## config.mk

```make
export PLATFORM = sky130hd
export DESIGN_NAME = fixed_to_packed_bcd_codec
export DESIGN_NICKNAME = d
export VERILOG_FILES = /design/src/hw/rtl/fxbcd_pkg.sv /design/src/hw/rtl/fxbcd_cell.sv /design/src/hw/rtl/fixed_to_packed_bcd_codec.sv
export SDC_FILE = /design/constraint.sdc
export NUM_CORES = 1
export LEC_CHECK = 0
export BUFFER_PORTS_ARGS = -buffer_cell sky130_fd_sc_hd__buf_2
export CELL_PAD_IN_SITES_DETAIL_PLACEMENT = 0
export CELL_PAD_IN_SITES_GLOBAL_PLACEMENT = 1
export CORE_ASPECT_RATIO = 0.6
export CORE_UTILIZATION = 49
export CTS_BUF_LIST = sky130_fd_sc_hd__clkbuf_4 sky130_fd_sc_hd__clkbuf_8
export DETAILED_ROUTE_END_ITERATION = 10
export GPL_TIMING_DRIVEN = 0
export PLACE_DENSITY_LB_ADDON = 0.1
export SLEW_MARGIN = 5
export SYNTH_ARGS = -nofsm -noshare
export SYNTH_HDL_FRONTEND = slang
export SYNTH_SLANG_ARGS = --single-unit
```

## constraint.sdc

```tcl
create_clock -name aclk -period 11.6 [get_ports aclk]
set_clock_uncertainty 0.1 [all_clocks]
set_input_delay 0.58 -clock aclk [delete_from_list [all_inputs] [get_ports aclk]]
set_output_delay 0.58 -clock aclk [all_outputs]
set_load 0.01 [all_outputs]
```

## src/hw/rtl/fxbcd_pkg.sv

```systemverilog
// ----------------------------------------------------------------------------
// fxbcd_pkg
// Shared types, constants and elaboration helpers for the fixed-point to
// packed bcd codec and its digit cells.
// ----------------------------------------------------------------------------
package fxbcd_pkg;

    // default sizes of the codec
    localparam int MAX_DIGITS_DEF    = 15;
    localparam int FRACTION_BITS_DEF = 16;
    localparam int VALUE_BITS_DEF    = 48;

    // packed bcd word
    localparam int BCD_BITS    = 64;
    localparam int BCD_NIBBLES = BCD_BITS / 4;

    // configuration port
    localparam int CFG_INDEX_BITS = 2;
    localparam int CFG_DATA_BITS  = 4;

    // what a digit cell does in one cycle
    typedef enum logic [2:0] {
        CELL_HOLD        = 3'd0,
        CELL_LOAD        = 3'd1,
        CELL_DABBLE_UP   = 3'd2,
        CELL_SHIFT_DIGIT = 3'd3,
        CELL_DABBLE_DOWN = 3'd4
    } cell_op_t;

    // powers of ten by fraction digit count
    localparam logic [63:0] POW10 [16] = '{
        64'd1,
        64'd10,
        64'd100,
        64'd1000,
        64'd10000,
        64'd100000,
        64'd1000000,
        64'd10000000,
        64'd100000000,
        64'd1000000000,
        64'd10000000000,
        64'd100000000000,
        64'd1000000000000,
        64'd10000000000000,
        64'd100000000000000,
        64'd1000000000000000
    };

    // bits needed for the largest value n nibbles of 0..15 can weigh in decimal
    function automatic int bcd_value_bits(input int n);
        longint unsigned ones;
        ones = 0;
        for (int k = 0; k < n; k++) begin
            ones = ones * 10 + 1;
        end
        return $clog2(ones * 15 + 1);
    endfunction

endpackage

```

## src/hw/rtl/fxbcd_cell.sv

```systemverilog
// ----------------------------------------------------------------------------
// fxbcd_cell
// One bcd digit of the conversion chain: holds, loads, shifts a bit up with
// add-3, shifts a bit down with subtract-3, or passes its digit one place up.
// ----------------------------------------------------------------------------
module fxbcd_cell (
    input  logic                 aclk,
    input  fxbcd_pkg::cell_op_t  op,
    input  logic [3:0]           load_digit,
    input  logic [3:0]           lower_digit,
    input  logic                 lower_carry,
    input  logic                 upper_bit,
    output logic [3:0]           digit,
    output logic                 carry_out,
    output logic                 low_bit
);

    logic [3:0] digit_reg;
    logic [3:0] digit_next;
    logic [3:0] adj;
    logic [3:0] raw;

    always_comb begin
        adj = (digit_reg >= 4'd5) ? digit_reg + 4'd3 : digit_reg;
        raw = {upper_bit, digit_reg[3:1]};
        case (op)
            fxbcd_pkg::CELL_HOLD:        digit_next = digit_reg;
            fxbcd_pkg::CELL_LOAD:        digit_next = load_digit;
            fxbcd_pkg::CELL_DABBLE_UP:   digit_next = {adj[2:0], lower_carry};
            fxbcd_pkg::CELL_SHIFT_DIGIT: digit_next = lower_digit;
            // odd upper neighbor adds five here, the shifted-in bit gave eight
            fxbcd_pkg::CELL_DABBLE_DOWN: digit_next = upper_bit ? raw - 4'd3 : raw;
            default:                     digit_next = digit_reg;
        endcase
    end

    always_ff @(posedge aclk) begin
        digit_reg <= digit_next;
    end

    assign digit     = digit_reg;
    assign carry_out = adj[3];
    assign low_bit   = digit_reg[0];

endmodule

```

## src/hw/rtl/fixed_to_packed_bcd_codec.sv

```systemverilog
// ----------------------------------------------------------------------------
// fixed_to_packed_bcd_codec
// pack: load, dabble integer bits, check overflow, shift in fraction digits
// unpack: load, drain both digit groups, adjust, divide, saturate
// one request at a time, next request can be taken in the cycle after the result
// is registered; the digit chain moves one bit or one digit per cycle
// reset clears control and sets digit_count 8, fraction_digits 2
// ----------------------------------------------------------------------------
module fixed_to_packed_bcd_codec #(
    parameter int MAX_DIGITS    = fxbcd_pkg::MAX_DIGITS_DEF,
    parameter int FRACTION_BITS = fxbcd_pkg::FRACTION_BITS_DEF,
    parameter int VALUE_BITS    = fxbcd_pkg::VALUE_BITS_DEF
) (
    input  logic                                    aclk,
    input  logic                                    aresetn,

    // configuration writes
    input  logic                                    cfg_valid,
    output logic                                    cfg_ready,
    input  logic [fxbcd_pkg::CFG_INDEX_BITS-1:0]    cfg_index,
    input  logic [fxbcd_pkg::CFG_DATA_BITS-1:0]     cfg_data,

    // request channel
    input  logic                                    s_tvalid,
    output logic                                    s_tready,
    // fixed_value, bcd_in
    input  logic [((VALUE_BITS + fxbcd_pkg::BCD_BITS + 7) / 8) * 8 - 1:0] s_tdata,
    // op
    input  logic [1:0]                              s_tuser,

    // result channel
    output logic                                    m_tvalid,
    input  logic                                    m_tready,
    // bcd_out, value_out
    output logic [((VALUE_BITS + fxbcd_pkg::BCD_BITS + 7) / 8) * 8 - 1:0] m_tdata,
    // overflow
    output logic [0:0]                              m_tuser
);

    // ------------------------------------------------------------------
    // sizes
    // ------------------------------------------------------------------
    localparam int BCD_BITS    = fxbcd_pkg::BCD_BITS;
    localparam int NIB         = fxbcd_pkg::BCD_NIBBLES;
    localparam int DATA_BITS   = ((VALUE_BITS + BCD_BITS + 7) / 8) * 8;
    localparam int INT_BITS    = VALUE_BITS - FRACTION_BITS;
    // decimal digits of the largest integer part, rounded up
    localparam int IP_DIGITS   = (INT_BITS * 5 + 15) / 16;
    localparam int NCELL       = (MAX_DIGITS > IP_DIGITS) ? MAX_DIGITS : IP_DIGITS;
    // bit steps to drain the chain on unpack
    localparam int UNPACK_BITS = fxbcd_pkg::bcd_value_bits(MAX_DIGITS);
    // one spare bit for the carry and the doubled remainder
    localparam int ACC_BITS    = UNPACK_BITS + 1;
    localparam int FULL_BITS   = ACC_BITS + FRACTION_BITS;
    localparam int MAG_BITS    = (FULL_BITS > VALUE_BITS) ? FULL_BITS : VALUE_BITS;
    localparam int STEP_A      = (INT_BITS > UNPACK_BITS) ? INT_BITS : UNPACK_BITS;
    localparam int STEP_B      = (STEP_A > FRACTION_BITS) ? STEP_A : FRACTION_BITS;
    localparam int STEP_MAX    = (STEP_B > NIB) ? STEP_B : NIB;
    localparam int CNT_BITS    = $clog2(STEP_MAX + 1);

    // op codes
    localparam logic [1:0] OP_PACK_UNSIGNED   = 2'd0;
    localparam logic [1:0] OP_PACK_SIGNED     = 2'd1;
    localparam logic [1:0] OP_UNPACK_UNSIGNED = 2'd2;
    localparam logic [1:0] OP_UNPACK_SIGNED   = 2'd3;

    // register indexes and reset values
    localparam logic [fxbcd_pkg::CFG_INDEX_BITS-1:0] REG_DIGIT_COUNT     = 2'd0;
    localparam logic [fxbcd_pkg::CFG_INDEX_BITS-1:0] REG_FRACTION_DIGITS = 2'd1;
    localparam logic [fxbcd_pkg::CFG_DATA_BITS-1:0]  DIGIT_COUNT_RESET     = 4'd8;
    localparam logic [fxbcd_pkg::CFG_DATA_BITS-1:0]  FRACTION_DIGITS_RESET = 4'd2;

    typedef enum logic [8:0] {
        ST_IDLE          = 9'b000000001,
        ST_PACK_DABBLE   = 9'b000000010,
        ST_PACK_CHECK    = 9'b000000100,
        ST_PACK_FRAC     = 9'b000001000,
        ST_UNPACK_DABBLE = 9'b000010000,
        ST_UNPACK_ADJUST = 9'b000100000,
        ST_UNPACK_DIVIDE = 9'b001000000,
        ST_UNPACK_SAT    = 9'b010000000,
        ST_FINISH        = 9'b100000000
    } state_t;

    // ------------------------------------------------------------------
    // configuration registers, always ready
    // ------------------------------------------------------------------
    logic [3:0] digit_count_reg;
    logic [3:0] fraction_digits_reg;

    assign cfg_ready = 1'b1;

    always_ff @(posedge aclk) begin
        if (!aresetn) begin
            digit_count_reg     <= DIGIT_COUNT_RESET;
            fraction_digits_reg <= FRACTION_DIGITS_RESET;
        end else if (cfg_valid && cfg_ready) begin
            case (cfg_index)
                REG_DIGIT_COUNT:     digit_count_reg     <= cfg_data;
                REG_FRACTION_DIGITS: fraction_digits_reg <= cfg_data;
                default: ;
            endcase
        end
    end

    // effective digit counts: clamp to MAX_DIGITS, fraction no longer than field
    logic [3:0] nd;
    logic [3:0] nf;
    logic [3:0] ni;

    assign nd = (int'(digit_count_reg) > MAX_DIGITS) ? 4'(MAX_DIGITS) : digit_count_reg;
    assign nf = (fraction_digits_reg > nd) ? nd : fraction_digits_reg;
    assign ni = nd - nf;

    // ------------------------------------------------------------------
    // request decode
    // ------------------------------------------------------------------
    state_t state_reg;
    state_t state_next;

    logic                  in_accept;
    logic                  in_unpack;
    logic                  in_signed;
    logic [VALUE_BITS-1:0] in_value;
    logic [VALUE_BITS-1:0] in_mag;
    logic                  in_neg;
    logic [BCD_BITS-1:0]   in_bcd;
    logic [3:0]            in_sign_nibble;

    assign s_tready  = (state_reg == ST_IDLE);
    assign in_accept = s_tvalid && s_tready;
    assign in_unpack = (s_tuser == OP_UNPACK_UNSIGNED) || (s_tuser == OP_UNPACK_SIGNED);
    assign in_signed = (s_tuser == OP_PACK_SIGNED) || (s_tuser == OP_UNPACK_SIGNED);
    assign in_value  = s_tdata[VALUE_BITS-1:0];
    assign in_neg    = in_value[VALUE_BITS-1];
    // most negative value keeps its own pattern, which is its magnitude
    assign in_mag    = in_neg ? (~in_value + VALUE_BITS'(1)) : in_value;
    assign in_bcd    = s_tdata[VALUE_BITS +: BCD_BITS];
    // sign nibble sits just above the digits
    assign in_sign_nibble = in_bcd[{nd, 2'b00} +: 4];

    // ------------------------------------------------------------------
    // working registers
    // ------------------------------------------------------------------
    logic [CNT_BITS-1:0]      cnt_reg;
    logic [CNT_BITS-1:0]      cnt_next;
    logic                     unpack_reg;
    logic                     signed_reg;
    logic                     neg_reg;
    logic                     ovf_reg;
    logic [INT_BITS-1:0]      int_sr_reg;     // integer bits fed msb first on pack
    logic [FRACTION_BITS-1:0] frac_reg;       // binary fraction left to expand
    logic [ACC_BITS-1:0]      acc_ip_reg;     // integer part gathered on unpack
    logic [ACC_BITS-1:0]      acc_f_reg;      // decimal fraction, then remainder
    logic [FRACTION_BITS-1:0] bits_reg;       // binary fraction quotient bits
    logic [VALUE_BITS-1:0]    mag_reg;        // saturated magnitude

    // ------------------------------------------------------------------
    // digit chain
    // ------------------------------------------------------------------
    fxbcd_pkg::cell_op_t cell_op;
    logic [3:0]          cell_digit       [NCELL];
    logic [3:0]          cell_load        [NCELL];
    logic [3:0]          cell_lower_digit [NCELL];
    logic [NCELL-1:0]    cell_lower_carry;
    logic [NCELL-1:0]    cell_upper;
    logic [NCELL-1:0]    cell_carry;
    logic [NCELL-1:0]    cell_low;

    // next fraction digit: multiply the binary fraction by ten
    logic [FRACTION_BITS+3:0] frac_prod;
    logic [3:0]               frac_digit;

    assign frac_prod  = ({4'd0, frac_reg} << 3) + ({4'd0, frac_reg} << 1);
    assign frac_digit = frac_prod[FRACTION_BITS+3:FRACTION_BITS];

    for (genvar i = 0; i < NCELL; i++) begin : g_cell
        if (i == 0) begin : g_first
            // bottom cell takes the serial integer bit and the new fraction digit
            assign cell_lower_carry[i] = int_sr_reg[INT_BITS-1];
            assign cell_lower_digit[i] = frac_digit;
        end else begin : g_rest
            assign cell_lower_carry[i] = cell_carry[i-1];
            assign cell_lower_digit[i] = cell_digit[i-1];
        end

        if (i == NCELL - 1) begin : g_top
            assign cell_upper[i] = 1'b0;
        end else begin : g_mid
            // the chain is cut below the lowest integer digit on unpack
            assign cell_upper[i] = (i + 1 == int'(nf)) ? 1'b0 : cell_low[i+1];
        end

        if (i < NIB) begin : g_loadable
            // unpack loads digits inside the field, pack starts from zero
            assign cell_load[i] = (!in_unpack || i >= int'(nd)) ? 4'd0 : in_bcd[4*i +: 4];
        end else begin : g_extra
            assign cell_load[i] = 4'd0;
        end

        fxbcd_cell u_cell (
            .aclk        (aclk),
            .op          (cell_op),
            .load_digit  (cell_load[i]),
            .lower_digit (cell_lower_digit[i]),
            .lower_carry (cell_lower_carry[i]),
            .upper_bit   (cell_upper[i]),
            .digit       (cell_digit[i]),
            .carry_out   (cell_carry[i]),
            .low_bit     (cell_low[i])
        );
    end

    // chain digits as a packed word, lowest cell in the lowest nibble
    logic [BCD_BITS-1:0] cells_word;

    for (genvar n = 0; n < NIB; n++) begin : g_word
        if (n < NCELL) begin : g_used
            assign cells_word[4*n +: 4] = cell_digit[n];
        end else begin : g_unused
            assign cells_word[4*n +: 4] = 4'd0;
        end
    end

    // overflow on pack: a nonzero digit at or above the integer digit count;
    // on unpack the integer group drains out of the cell at the cut
    logic digit_over;
    logic unpack_ip_bit;
    logic unpack_f_bit;

    always_comb begin
        digit_over    = 1'b0;
        unpack_ip_bit = 1'b0;
        for (int i = 0; i < NCELL; i++) begin
            if (i >= int'(ni) && cell_digit[i] != 4'd0) begin
                digit_over = 1'b1;
            end
            if (i == int'(nf)) begin
                unpack_ip_bit = cell_low[i];
            end
        end
    end

    assign unpack_f_bit = (nf != 4'd0) && cell_low[0];

    // ------------------------------------------------------------------
    // unpack arithmetic
    // ------------------------------------------------------------------
    logic [63:0]          den_full;
    logic [ACC_BITS-1:0]  den;
    logic [ACC_BITS-1:0]  rem2;
    logic [MAG_BITS-1:0]  full_mag;
    logic [MAG_BITS-1:0]  limit_base;
    logic [MAG_BITS-1:0]  limit;
    logic                 sat;

    assign den_full   = fxbcd_pkg::POW10[nf];
    assign den        = den_full[ACC_BITS-1:0];
    assign rem2       = {acc_f_reg[ACC_BITS-2:0], 1'b0};
    assign full_mag   = MAG_BITS'({acc_ip_reg, bits_reg});
    assign limit_base = MAG_BITS'(1) << (VALUE_BITS - 1);
    // negative results reach one step further
    assign limit      = neg_reg ? limit_base : limit_base - MAG_BITS'(1);
    assign sat        = full_mag > limit;

    // ------------------------------------------------------------------
    // sequencer
    // ------------------------------------------------------------------
    logic out_load;
    logic m_tvalid_reg;

    always_comb begin
        state_next = state_reg;
        cnt_next   = cnt_reg;
        cell_op    = fxbcd_pkg::CELL_HOLD;
        out_load   = 1'b0;
        case (state_reg)
            ST_IDLE: begin
                if (in_accept) begin
                    cell_op    = fxbcd_pkg::CELL_LOAD;
                    cnt_next   = '0;
                    state_next = in_unpack ? ST_UNPACK_DABBLE : ST_PACK_DABBLE;
                end
            end
            // binary integer part into the chain, one bit per cycle
            ST_PACK_DABBLE: begin
                cell_op  = fxbcd_pkg::CELL_DABBLE_UP;
                cnt_next = cnt_reg + 1'b1;
                if (cnt_reg == CNT_BITS'(INT_BITS - 1)) begin
                    cnt_next   = '0;
                    state_next = ST_PACK_CHECK;
                end
            end
            ST_PACK_CHECK: begin
                state_next = (nf == 4'd0) ? ST_FINISH : ST_PACK_FRAC;
            end
            // each fraction digit pushes the chain up one nibble
            ST_PACK_FRAC: begin
                cell_op  = fxbcd_pkg::CELL_SHIFT_DIGIT;
                cnt_next = cnt_reg + 1'b1;
                if (cnt_reg + 1'b1 == CNT_BITS'(nf)) begin
                    cnt_next   = '0;
                    state_next = ST_FINISH;
                end
            end
            // both digit groups drain to binary, one bit per cycle
            ST_UNPACK_DABBLE: begin
                cell_op  = fxbcd_pkg::CELL_DABBLE_DOWN;
                cnt_next = cnt_reg + 1'b1;
                if (cnt_reg == CNT_BITS'(UNPACK_BITS - 1)) begin
                    cnt_next   = '0;
                    state_next = ST_UNPACK_ADJUST;
                end
            end
            ST_UNPACK_ADJUST: begin
                state_next = ST_UNPACK_DIVIDE;
            end
            // restoring division of the decimal fraction by its denominator
            ST_UNPACK_DIVIDE: begin
                cnt_next = cnt_reg + 1'b1;
                if (cnt_reg == CNT_BITS'(FRACTION_BITS - 1)) begin
                    cnt_next   = '0;
                    state_next = ST_UNPACK_SAT;
                end
            end
            ST_UNPACK_SAT: begin
                state_next = ST_FINISH;
            end
            // wait here while the result register is full and not being taken
            ST_FINISH: begin
                if (!m_tvalid_reg || m_tready) begin
                    out_load   = 1'b1;
                    state_next = ST_IDLE;
                end
            end
            default: begin
                state_next = ST_IDLE;
            end
        endcase
    end

    always_ff @(posedge aclk) begin
        if (!aresetn) begin
            state_reg <= ST_IDLE;
            cnt_reg   <= '0;
        end else begin
            state_reg <= state_next;
            cnt_reg   <= cnt_next;
        end
    end

    // datapath, no reset needed: every field is written before it is read
    always_ff @(posedge aclk) begin
        case (state_reg)
            ST_IDLE: begin
                if (in_accept) begin
                    unpack_reg <= in_unpack;
                    signed_reg <= in_signed;
                    int_sr_reg <= in_mag[VALUE_BITS-1:FRACTION_BITS];
                    frac_reg   <= in_mag[FRACTION_BITS-1:0];
                    acc_ip_reg <= '0;
                    acc_f_reg  <= '0;
                    bits_reg   <= '0;
                    if (in_unpack) begin
                        // any nonzero sign nibble means negative
                        neg_reg <= in_signed && (in_sign_nibble != 4'd0);
                        ovf_reg <= 1'b0;
                    end else begin
                        // a negative value never fits an unsigned field
                        neg_reg <= in_neg;
                        ovf_reg <= in_neg && !in_signed;
                    end
                end
            end
            ST_PACK_DABBLE: begin
                int_sr_reg <= {int_sr_reg[INT_BITS-2:0], 1'b0};
            end
            ST_PACK_CHECK: begin
                ovf_reg <= ovf_reg || digit_over;
            end
            ST_PACK_FRAC: begin
                frac_reg <= frac_prod[FRACTION_BITS-1:0];
            end
            ST_UNPACK_DABBLE: begin
                acc_ip_reg <= {1'b0, unpack_ip_bit, acc_ip_reg[UNPACK_BITS-1:1]};
                acc_f_reg  <= {1'b0, unpack_f_bit, acc_f_reg[UNPACK_BITS-1:1]};
            end
            // out-of-range nibbles can push the fraction past one whole unit
            ST_UNPACK_ADJUST: begin
                if (acc_f_reg >= den) begin
                    acc_f_reg  <= acc_f_reg - den;
                    acc_ip_reg <= acc_ip_reg + ACC_BITS'(1);
                end
            end
            ST_UNPACK_DIVIDE: begin
                if (rem2 >= den) begin
                    acc_f_reg <= rem2 - den;
                    bits_reg  <= {bits_reg[FRACTION_BITS-2:0], 1'b1};
                end else begin
                    acc_f_reg <= rem2;
                    bits_reg  <= {bits_reg[FRACTION_BITS-2:0], 1'b0};
                end
            end
            ST_UNPACK_SAT: begin
                ovf_reg <= sat;
                mag_reg <= sat ? limit[VALUE_BITS-1:0] : full_mag[VALUE_BITS-1:0];
            end
            default: ;
        endcase
    end

    // ------------------------------------------------------------------
    // result register
    // ------------------------------------------------------------------
    logic [BCD_BITS-1:0]   sign_word;
    logic [BCD_BITS-1:0]   pack_word;
    logic [VALUE_BITS-1:0] signed_value;
    logic [BCD_BITS-1:0]   bcd_out_reg;
    logic [VALUE_BITS-1:0] value_out_reg;
    logic                  ovf_out_reg;

    assign sign_word    = BCD_BITS'(1) << {nd, 2'b00};
    // overflow clears the whole word, sign nibble included
    assign pack_word    = ovf_reg ? '0
                        : (cells_word | ((signed_reg && neg_reg) ? sign_word : '0));
    assign signed_value = neg_reg ? (~mag_reg + VALUE_BITS'(1)) : mag_reg;

    always_ff @(posedge aclk) begin
        if (out_load) begin
            bcd_out_reg   <= unpack_reg ? '0 : pack_word;
            value_out_reg <= unpack_reg ? signed_value : '0;
            ovf_out_reg   <= ovf_reg;
        end
    end

    always_ff @(posedge aclk) begin
        if (!aresetn) begin
            m_tvalid_reg <= 1'b0;
        end else if (out_load) begin
            m_tvalid_reg <= 1'b1;
        end else if (m_tready) begin
            m_tvalid_reg <= 1'b0;
        end
    end

    assign m_tvalid = m_tvalid_reg;
    assign m_tdata  = DATA_BITS'({value_out_reg, bcd_out_reg});
    assign m_tuser  = ovf_out_reg;

endmodule

```

==> impl_metrics.py, run 1 <==
metrics = {
    "outcome": {
        "status": "completed",
    },
    "floorplanning": {
        "initial_core_util_pct": 49.6,
        "die_width_um": 332,
        "pin_count": 241,
        "dieHeight_um": 200,
        "placementRows": 72,
        "die_area_um2": 66400,
        "core_um2": 64500,
    },
    "sta": {
        "setup_viol": 0,
        "finalMaxSlewViolations": 0,
        "fin_crit_sh_pct": 95.4,
        "worst_pin_slew_ns": 1.27,
        "max_freq_ghz": 0.0904,
        "final_hold_viol_count": 0,
        "rsz0062_at_grt": "false",
        "fin_crit_ns": 11.06,
        "max_slew_margin_pct": 15.5,
        "timing.hold.ws_ns": 0.0680,
    },
    "finish": {
        "area_delta_synth_final_pct": 12.4,
        "fill_cells": 5904,
        "diodes": 0,
        "nets": 4226,
        "postLayoutCoreUtil_pct": 55.8,
        "largest_register_ffs": 61,
        "final_common_cell": "edfxtp_1",
        "mostFrequentLayoutCells": "390 x edfxtp_1, 345 x a21oi_1, 292 x nor2_1",
        "fin_cells": 4772,
        "drive_gt1_share_pct": 11.0,
    },
    "clocking": {
        "cts_buffers": 69,
        "htreeDepth": 3,
        "clk_path_buf_depth": 3,
        "clk_pin_slew_ns": 0.07,
        "clock_latency_ns": 0.71,
        "cts_sinks": 414,
        "cts_tree": "done",
        "ctsHoldBuffers": 0,
        "post_cts_resize_count": 0,
        "post-cts-setup-buffers": 0,
        "cts_root_buf": "clkbuf_8",
    },
    "power_and_ir_drop": {
        "total_leakage_power_uw": 0.0139,
        "p_per_area_nw_per_um2": 247,
        "peakVddDrop_mv": 0.127,
        "finalPower_uw": 8890,
    },
    "global_route": {
        "top_usage_layer": "met1",
        "grt_max_degree": 43,
        "grt_pass1_wl_um": 168000,
        "antenna_found_initial": 5,
        "grt_overflow": 0,
        "grt_pass1_vias": 27239,
        "gr-usage-met3_pct": 9.21,
        "met2_usage_pct": 44.7,
        "grtUsageTotal_pct": 33.3,
        "grt_util_met1_pct": 51.2,
    },
    "logic_synthesis": {
        "syn_area_per_cell_um2": 9.05,
        "synth_top_cell_area_share_pct": 36.6,
        "synth.area.top_cells": "edfxtp_1 37%, ha_1 9.1%, a21oi_1 5.4%, xnor2_1 5.1%, o21ai_0 4.3%",
        "ys_ff_latch": 414,
        "synth_cells": 3539,
        "yosys_warnings": 0,
        "synth-edff-count": 390,
        "yosys.area.top_type": "edfxtp_1",
        "async_flop_share_pct": 0,
        "synth_ff_type": "edfxtp_1",
        "syn-cell-area_um2": 32000,
        "synth_cell_types": 84,
        "seq_area_frac_synth_pct": 38.1,
    },
    "route": {
        "drt_wl_total_um": 114000,
        "ant_nets": 0,
        "drc": 0,
        "dr.pass1.iters": 7,
        "drt_iter0_drc": 3784,
        "detail_route.wl_per_cell_um": 23.9,
        "vias": 30035,
        "routed_via_density": 6.29,
    },
    "setup_path": {
        "start_kind": "flip-flop",
        "worstSetupEndpointType": "flip-flop",
        "cp_max_fo": 10,
        "crit_arrival_ns": 11.36,
        "criticalPathCategory": "flip-flop to flip-flop",
        "cp.required_ns": 11.90,
    },
    "placement": {
        "placedCellCount": 4645,
        "dp_hpwl_um": 88300,
        "gp_congestion": 0.983,
        "port_buffers": 235,
    },
    "run": {
        "drv_cap": 0,
    },
    "hold_path": {
        "min_path_type": "input port to flip-flop",
    },
}
worst paths after layout:
kind / from / cells past startpoint / slack, ns / to
setup / recovery: digit_count_reg[3] / 26 / 0.54 / acc_f_reg[38]
hold / removal: cfg_data[3] / 3 / 0.07 / digit_count_reg[3]
setup reg to reg: digit_count_reg[3] / 26 / 0.54 / acc_f_reg[38]
hold reg to reg: cnt_reg[1] / 2 / 0.41 / cnt_reg[1]
area by class of cell:
| type | instances | area, um^2 | share of cell area [%] |
|---|---|---|---|
| buffer | 192 | 738 | 2.05 |
| tap | 851 | 1060 | 2.96 |
| inverter | 139 | 522 | 1.45 |
| sequential | 414 | 12200 | 33.9 |
| clock buffer | 92 | 1160 | 3.22 |
| timing repair buffer | 253 | 1440 | 4.00 |
| multi-input combinational | 2796 | 18600 | 51.7 |
| clock inverter | 35 | 245 | 0.682 |
where the power goes:
group | switching (uW) | internal (uW) | total (uW)
Clock | 684 | 705 | 1390
Sequential | 434 | 2170 | 2600
Combinational | 3080 | 1810 | 4890
Total | 4200 | 4680 | 8890
kinds of logic (layout without fill, tap and decap cells):
kind of cell | count (synthesis) | in the layout | synth area share (%)
adder cells (fa/ha/maj) | 238 | 238 | 9.36
XOR/XNOR | 276 | 276 | 7.55
AO/OA/AOI/OAI | 1083 | 1083 | 20.8
buffers and inverters | 331 | 711 | 3.94
other | 2 | 4 | 0.0235
multiplexers | 99 | 99 | 3.40
AND/OR/NAND/NOR | 1096 | 1096 | 16.9
flip-flops | 414 | 414 | 38.1
critical path, stage by stage (launching register included):
cell,delay (ns)
dfxtp_1,0.33
clkbuf_1,0.64
clkinv_1,0.61
ha_1,0.48
o21ai_0,0.09
a21oi_1,0.25
o21a_1,0.31
nor2_1,0.09
a21oi_1,0.97
inv_1,0.36
ha_1,0.30
clkbuf_1,0.32
nand2_1,0.59
nor2_1,0.35
a21oi_1,0.58
ha_1,0.34
clkbuf_1,0.20
nand2_1,0.12
nor2_1,0.05
a21oi_1,0.48
o21ai_0,0.23
a221oi_1,0.35
o211ai_1,0.49
nand2_1,0.77
clkinv_1,0.70
a222oi_1,0.47
o21ai_0,0.14
through the flow:
step                      worst slack, ns  cell area (um^2)  setup TNS (ns)
final                               0.538             36000               0
after floorplan                      1.95             32000               0
after global routing                0.482             36000               0
after CTS                            1.25             36000               0
after detailed placement             1.30             34600               0
after global placement              -3.32             34300         -321.89
Yosys cell counts, drive strengths merged (14+ instances only):
cell	count
clkbuf	171
o211ai	23
o21bai	21
a211oi	22
nand2	279
o21a	38
o31ai	34
o22ai	68
o221ai	14
dfxtp	24
xnor2	187
a21oi	345
mux2	18
buf	21
nor4	39
xor2	89
a21o	71
nor2	292
and3	20
nor3	71
and2	89
nor3b	20
nand2b	33
mux2i	75
or4	19
nand4	42
o21ai	280
a222oi	21
nor2b	44
a31oi	29
a22oi	20
ha	233
nand3	74
inv	137
or3	29
edfxtp	390
layer usage:
metal / routed length (um) / part of all wire [%]
met2: 44100 / 39
met3: 14300 / 12
met5: 26 / 0.023
met1: 53200 / 47
met4: 2680 / 2.3
(Power assumes the default switching activity.)
==> run 2: changes to the inputs <==
--- a/config.mk
+++ b/config.mk
@@ -14,6 +14,7 @@
 export DETAILED_ROUTE_END_ITERATION = 10
 export GPL_TIMING_DRIVEN = 0
 export PLACE_DENSITY_LB_ADDON = 0.1
+export RECOVER_POWER = 25
 export SLEW_MARGIN = 5
 export SYNTH_ARGS = -nofsm -noshare
 export SYNTH_HDL_FRONTEND = slang
==> run 2 against run 1 <==
Compared with the run above: the flow now finishes with violations (max-capacitance violations, max-slew violations); register-to-register slack improved by 0.07 ns; via count is essentially flat; count of clock-buffer cells in the layout is the same; cell count stayed put; non-clock buffer count did not move; maximum frequency is 0.66% higher; sequential share of layout area rose by 0.18 points; hold slack got worse by 0.0029 ns; die area unchanged; critical path depth unchanged; critical path type unchanged; largest cell class unchanged.
==> impl_metrics.py, run 2 (synthesis results as in run 1) <==
metrics = {
    "outcome": {
        "status": "finished, violations left",
        "violations": "max-capacitance violations, max-slew violations",
    },
    "finish": {
        "fin_cells": 4772,
        "area_delta_synth_final_pct": 11.8,
        "nets": 4226,
        "fill_cells": 5952,
        "largest_register_ffs": 61,
        "mostFrequentLayoutCells": "390 x edfxtp_1, 345 x a21oi_1, 292 x nor2_1",
        "diodes": 0,
        "final_common_cell": "edfxtp_1",
        "drive_gt1_share_pct": 7.91,
    },
    "clocking": {
        "post_cts_resize_count": 0,
        "post-cts-setup-buffers": 0,
        "cts_buffers": 69,
        "ctsHoldBuffers": 0,
        "cts_tree": "done",
        "htreeDepth": 3,
        "clk_path_buf_depth": 3,
        "cts_root_buf": "clkbuf_8",
        "cts_sinks": 414,
        "clock_latency_ns": 0.71,
        "clk_pin_slew_ns": 0.07,
    },
    "global_route": {
        "grt_pass1_vias": 27239,
        "grtUsageTotal_pct": 33.3,
        "top_usage_layer": "met1",
        "grt_util_met1_pct": 51.2,
        "grt_pass1_wl_um": 168000,
        "antenna_found_initial": 5,
        "met2_usage_pct": 44.7,
        "grt_max_degree": 43,
        "gr-usage-met3_pct": 9.21,
        "grt_overflow": 0,
    },
    "sta": {
        "tns_ns": 0,
        "rsz0062_at_grt": "false",
        "fin_crit_ns": 10.99,
        "final_hold_viol_count": 0,
        "finalMaxSlewViolations": 43,
        "setup_viol": 0,
        "worst_pin_slew_ns": 2.10,
        "fin_crit_sh_pct": 94.7,
        "max_freq_ghz": 0.0910,
        "max_slew_margin_pct": -39.8,
    },
    "setup_path": {
        "rrSetupSlack_ns": 0.61,
        "cp_max_fo": 10,
        "cp.required_ns": 11.92,
        "worstSetupEndpointType": "flip-flop",
        "r2r-start": "digit_count_reg[3]",
        "criticalPathCategory": "flip-flop to flip-flop",
        "start_kind": "flip-flop",
        "crit_arrival_ns": 11.30,
        "r2r_cells": 26,
        "r2r-end": "acc_f_reg[40]",
    },
    "route": {
        "routed_via_density": 6.29,
        "vias": 30024,
        "ant_nets": 0,
        "dr.pass1.iters": 6,
        "drt_wl_total_um": 114000,
        "drc": 0,
        "drt_iter0_drc": 3804,
        "detail_route.wl_per_cell_um": 23.9,
    },
    "floorplanning": {
        "placementRows": 72,
        "die_area_um2": 66400,
        "core_um2": 64500,
        "die_width_um": 332,
        "pin_count": 241,
        "dieHeight_um": 200,
        "initial_core_util_pct": 49.6,
    },
    "hold_path": {
        "min_path_cells": 3,
        "min_path_type": "input port to flip-flop",
        "min_to": "digit_count_reg[3]",
        "min-delay-start": "cfg_data[3]",
    },
    "run": {
        "drv_cap": 1,
    },
    "placement": {
        "gp_congestion": 0.983,
        "port_buffers": 235,
        "placedCellCount": 4645,
        "dp_hpwl_um": 88300,
    },
    "power_and_ir_drop": {
        "peakVddDrop_mv": 0.126,
        "total_leakage_power_uw": 0.0135,
        "p_per_area_nw_per_um2": 248,
    },
}
==> run 2: cell types whose count changed in the layout (fill, tap and decap cells not counted), sizes merged <==
cell and delta:
buf -119, clkbuf +119
==> run 2: power by group <==
| group | total, uW | switching (uW) | internal (uW) |
|---|---|---|---|
| sequential | 2600 | 430 | 2170 |
| combinational | 4880 | 3080 | 1800 |
| clock | 1390 | 686 | 705 |
==> run 2: critical path, cell delays in order (launching register included) <==
cell,delay (ns)
dfxtp_1,0.33
clkbuf_1,0.63
clkinv_1,0.62
ha_1,0.49
o21ai_0,0.08
a21oi_1,0.27
o21a_1,0.31
nor2_1,0.09
a21oi_1,0.95
inv_1,0.35
ha_1,0.30
clkbuf_1,0.32
nand2_1,0.59
nor2_1,0.35
a21oi_1,0.56
ha_1,0.34
clkbuf_1,0.19
nand2_1,0.12
nor2_1,0.05
a21oi_1,0.47
o21ai_0,0.25
a221oi_1,0.36
o211ai_1,0.48
nand2_1,0.78
clkinv_1,0.68
a222oi_1,0.49
o21ai_0,0.13
==> run 2: metrics by stage <==
step	hold slack, ns	cell area, um^2	setup WS, ns	utilization, %	total power [uW]
after global routing	0.0686	35800	0.482	55.5	9410
after floorplan	0.370	32000	1.95	-	5890
final	0.0651	35800	0.611	55.5	8870
after global placement	0.393	34300	-3.32	53.1	7210
after detailed placement	0.407	34600	1.30	53.6	7310
after CTS	0.0287	36000	1.25	55.8	8720
==> run 2: final cells by class <==
class	instances	area [um^2]	area share, %
multi-input cells	2796	18600	52.0
flip-flops and latches	414	12200	34.1
repair buffers	253	1260	3.51
clock buffers	92	1160	3.24
well taps	851	1060	2.98
plain buffers	192	737	2.06
inverters	139	522	1.46
clock inverters	35	245	0.685
==> run 2: worst max path at each step <==
stage	from	end	slack, ns	depth (start not counted)
after detailed placement	digit_count_reg[3]	acc_f_reg[40]	1.30	26
after floorplan	digit_count_reg[3]	acc_f_reg[0]	1.95	27
after global placement	digit_count_reg[3]	acc_f_reg[36]	-3.32	25
after CTS	digit_count_reg[3]	acc_f_reg[40]	1.25	26
after global routing	digit_count_reg[3]	acc_f_reg[34]	0.48	26
final	digit_count_reg[3]	acc_f_reg[40]	0.61	26
==> run 2: layer usage <==
| layer | part of all wire [%] | up-vias |
|---|---|---|
| met2 | 38 | 1712 |
| met4 | 2.4 | 6 |
| met3 | 13 | 225 |
| met1 | 47 | 14284 |
| li1 | - | 13797 |
| met5 | 0.023 | - |
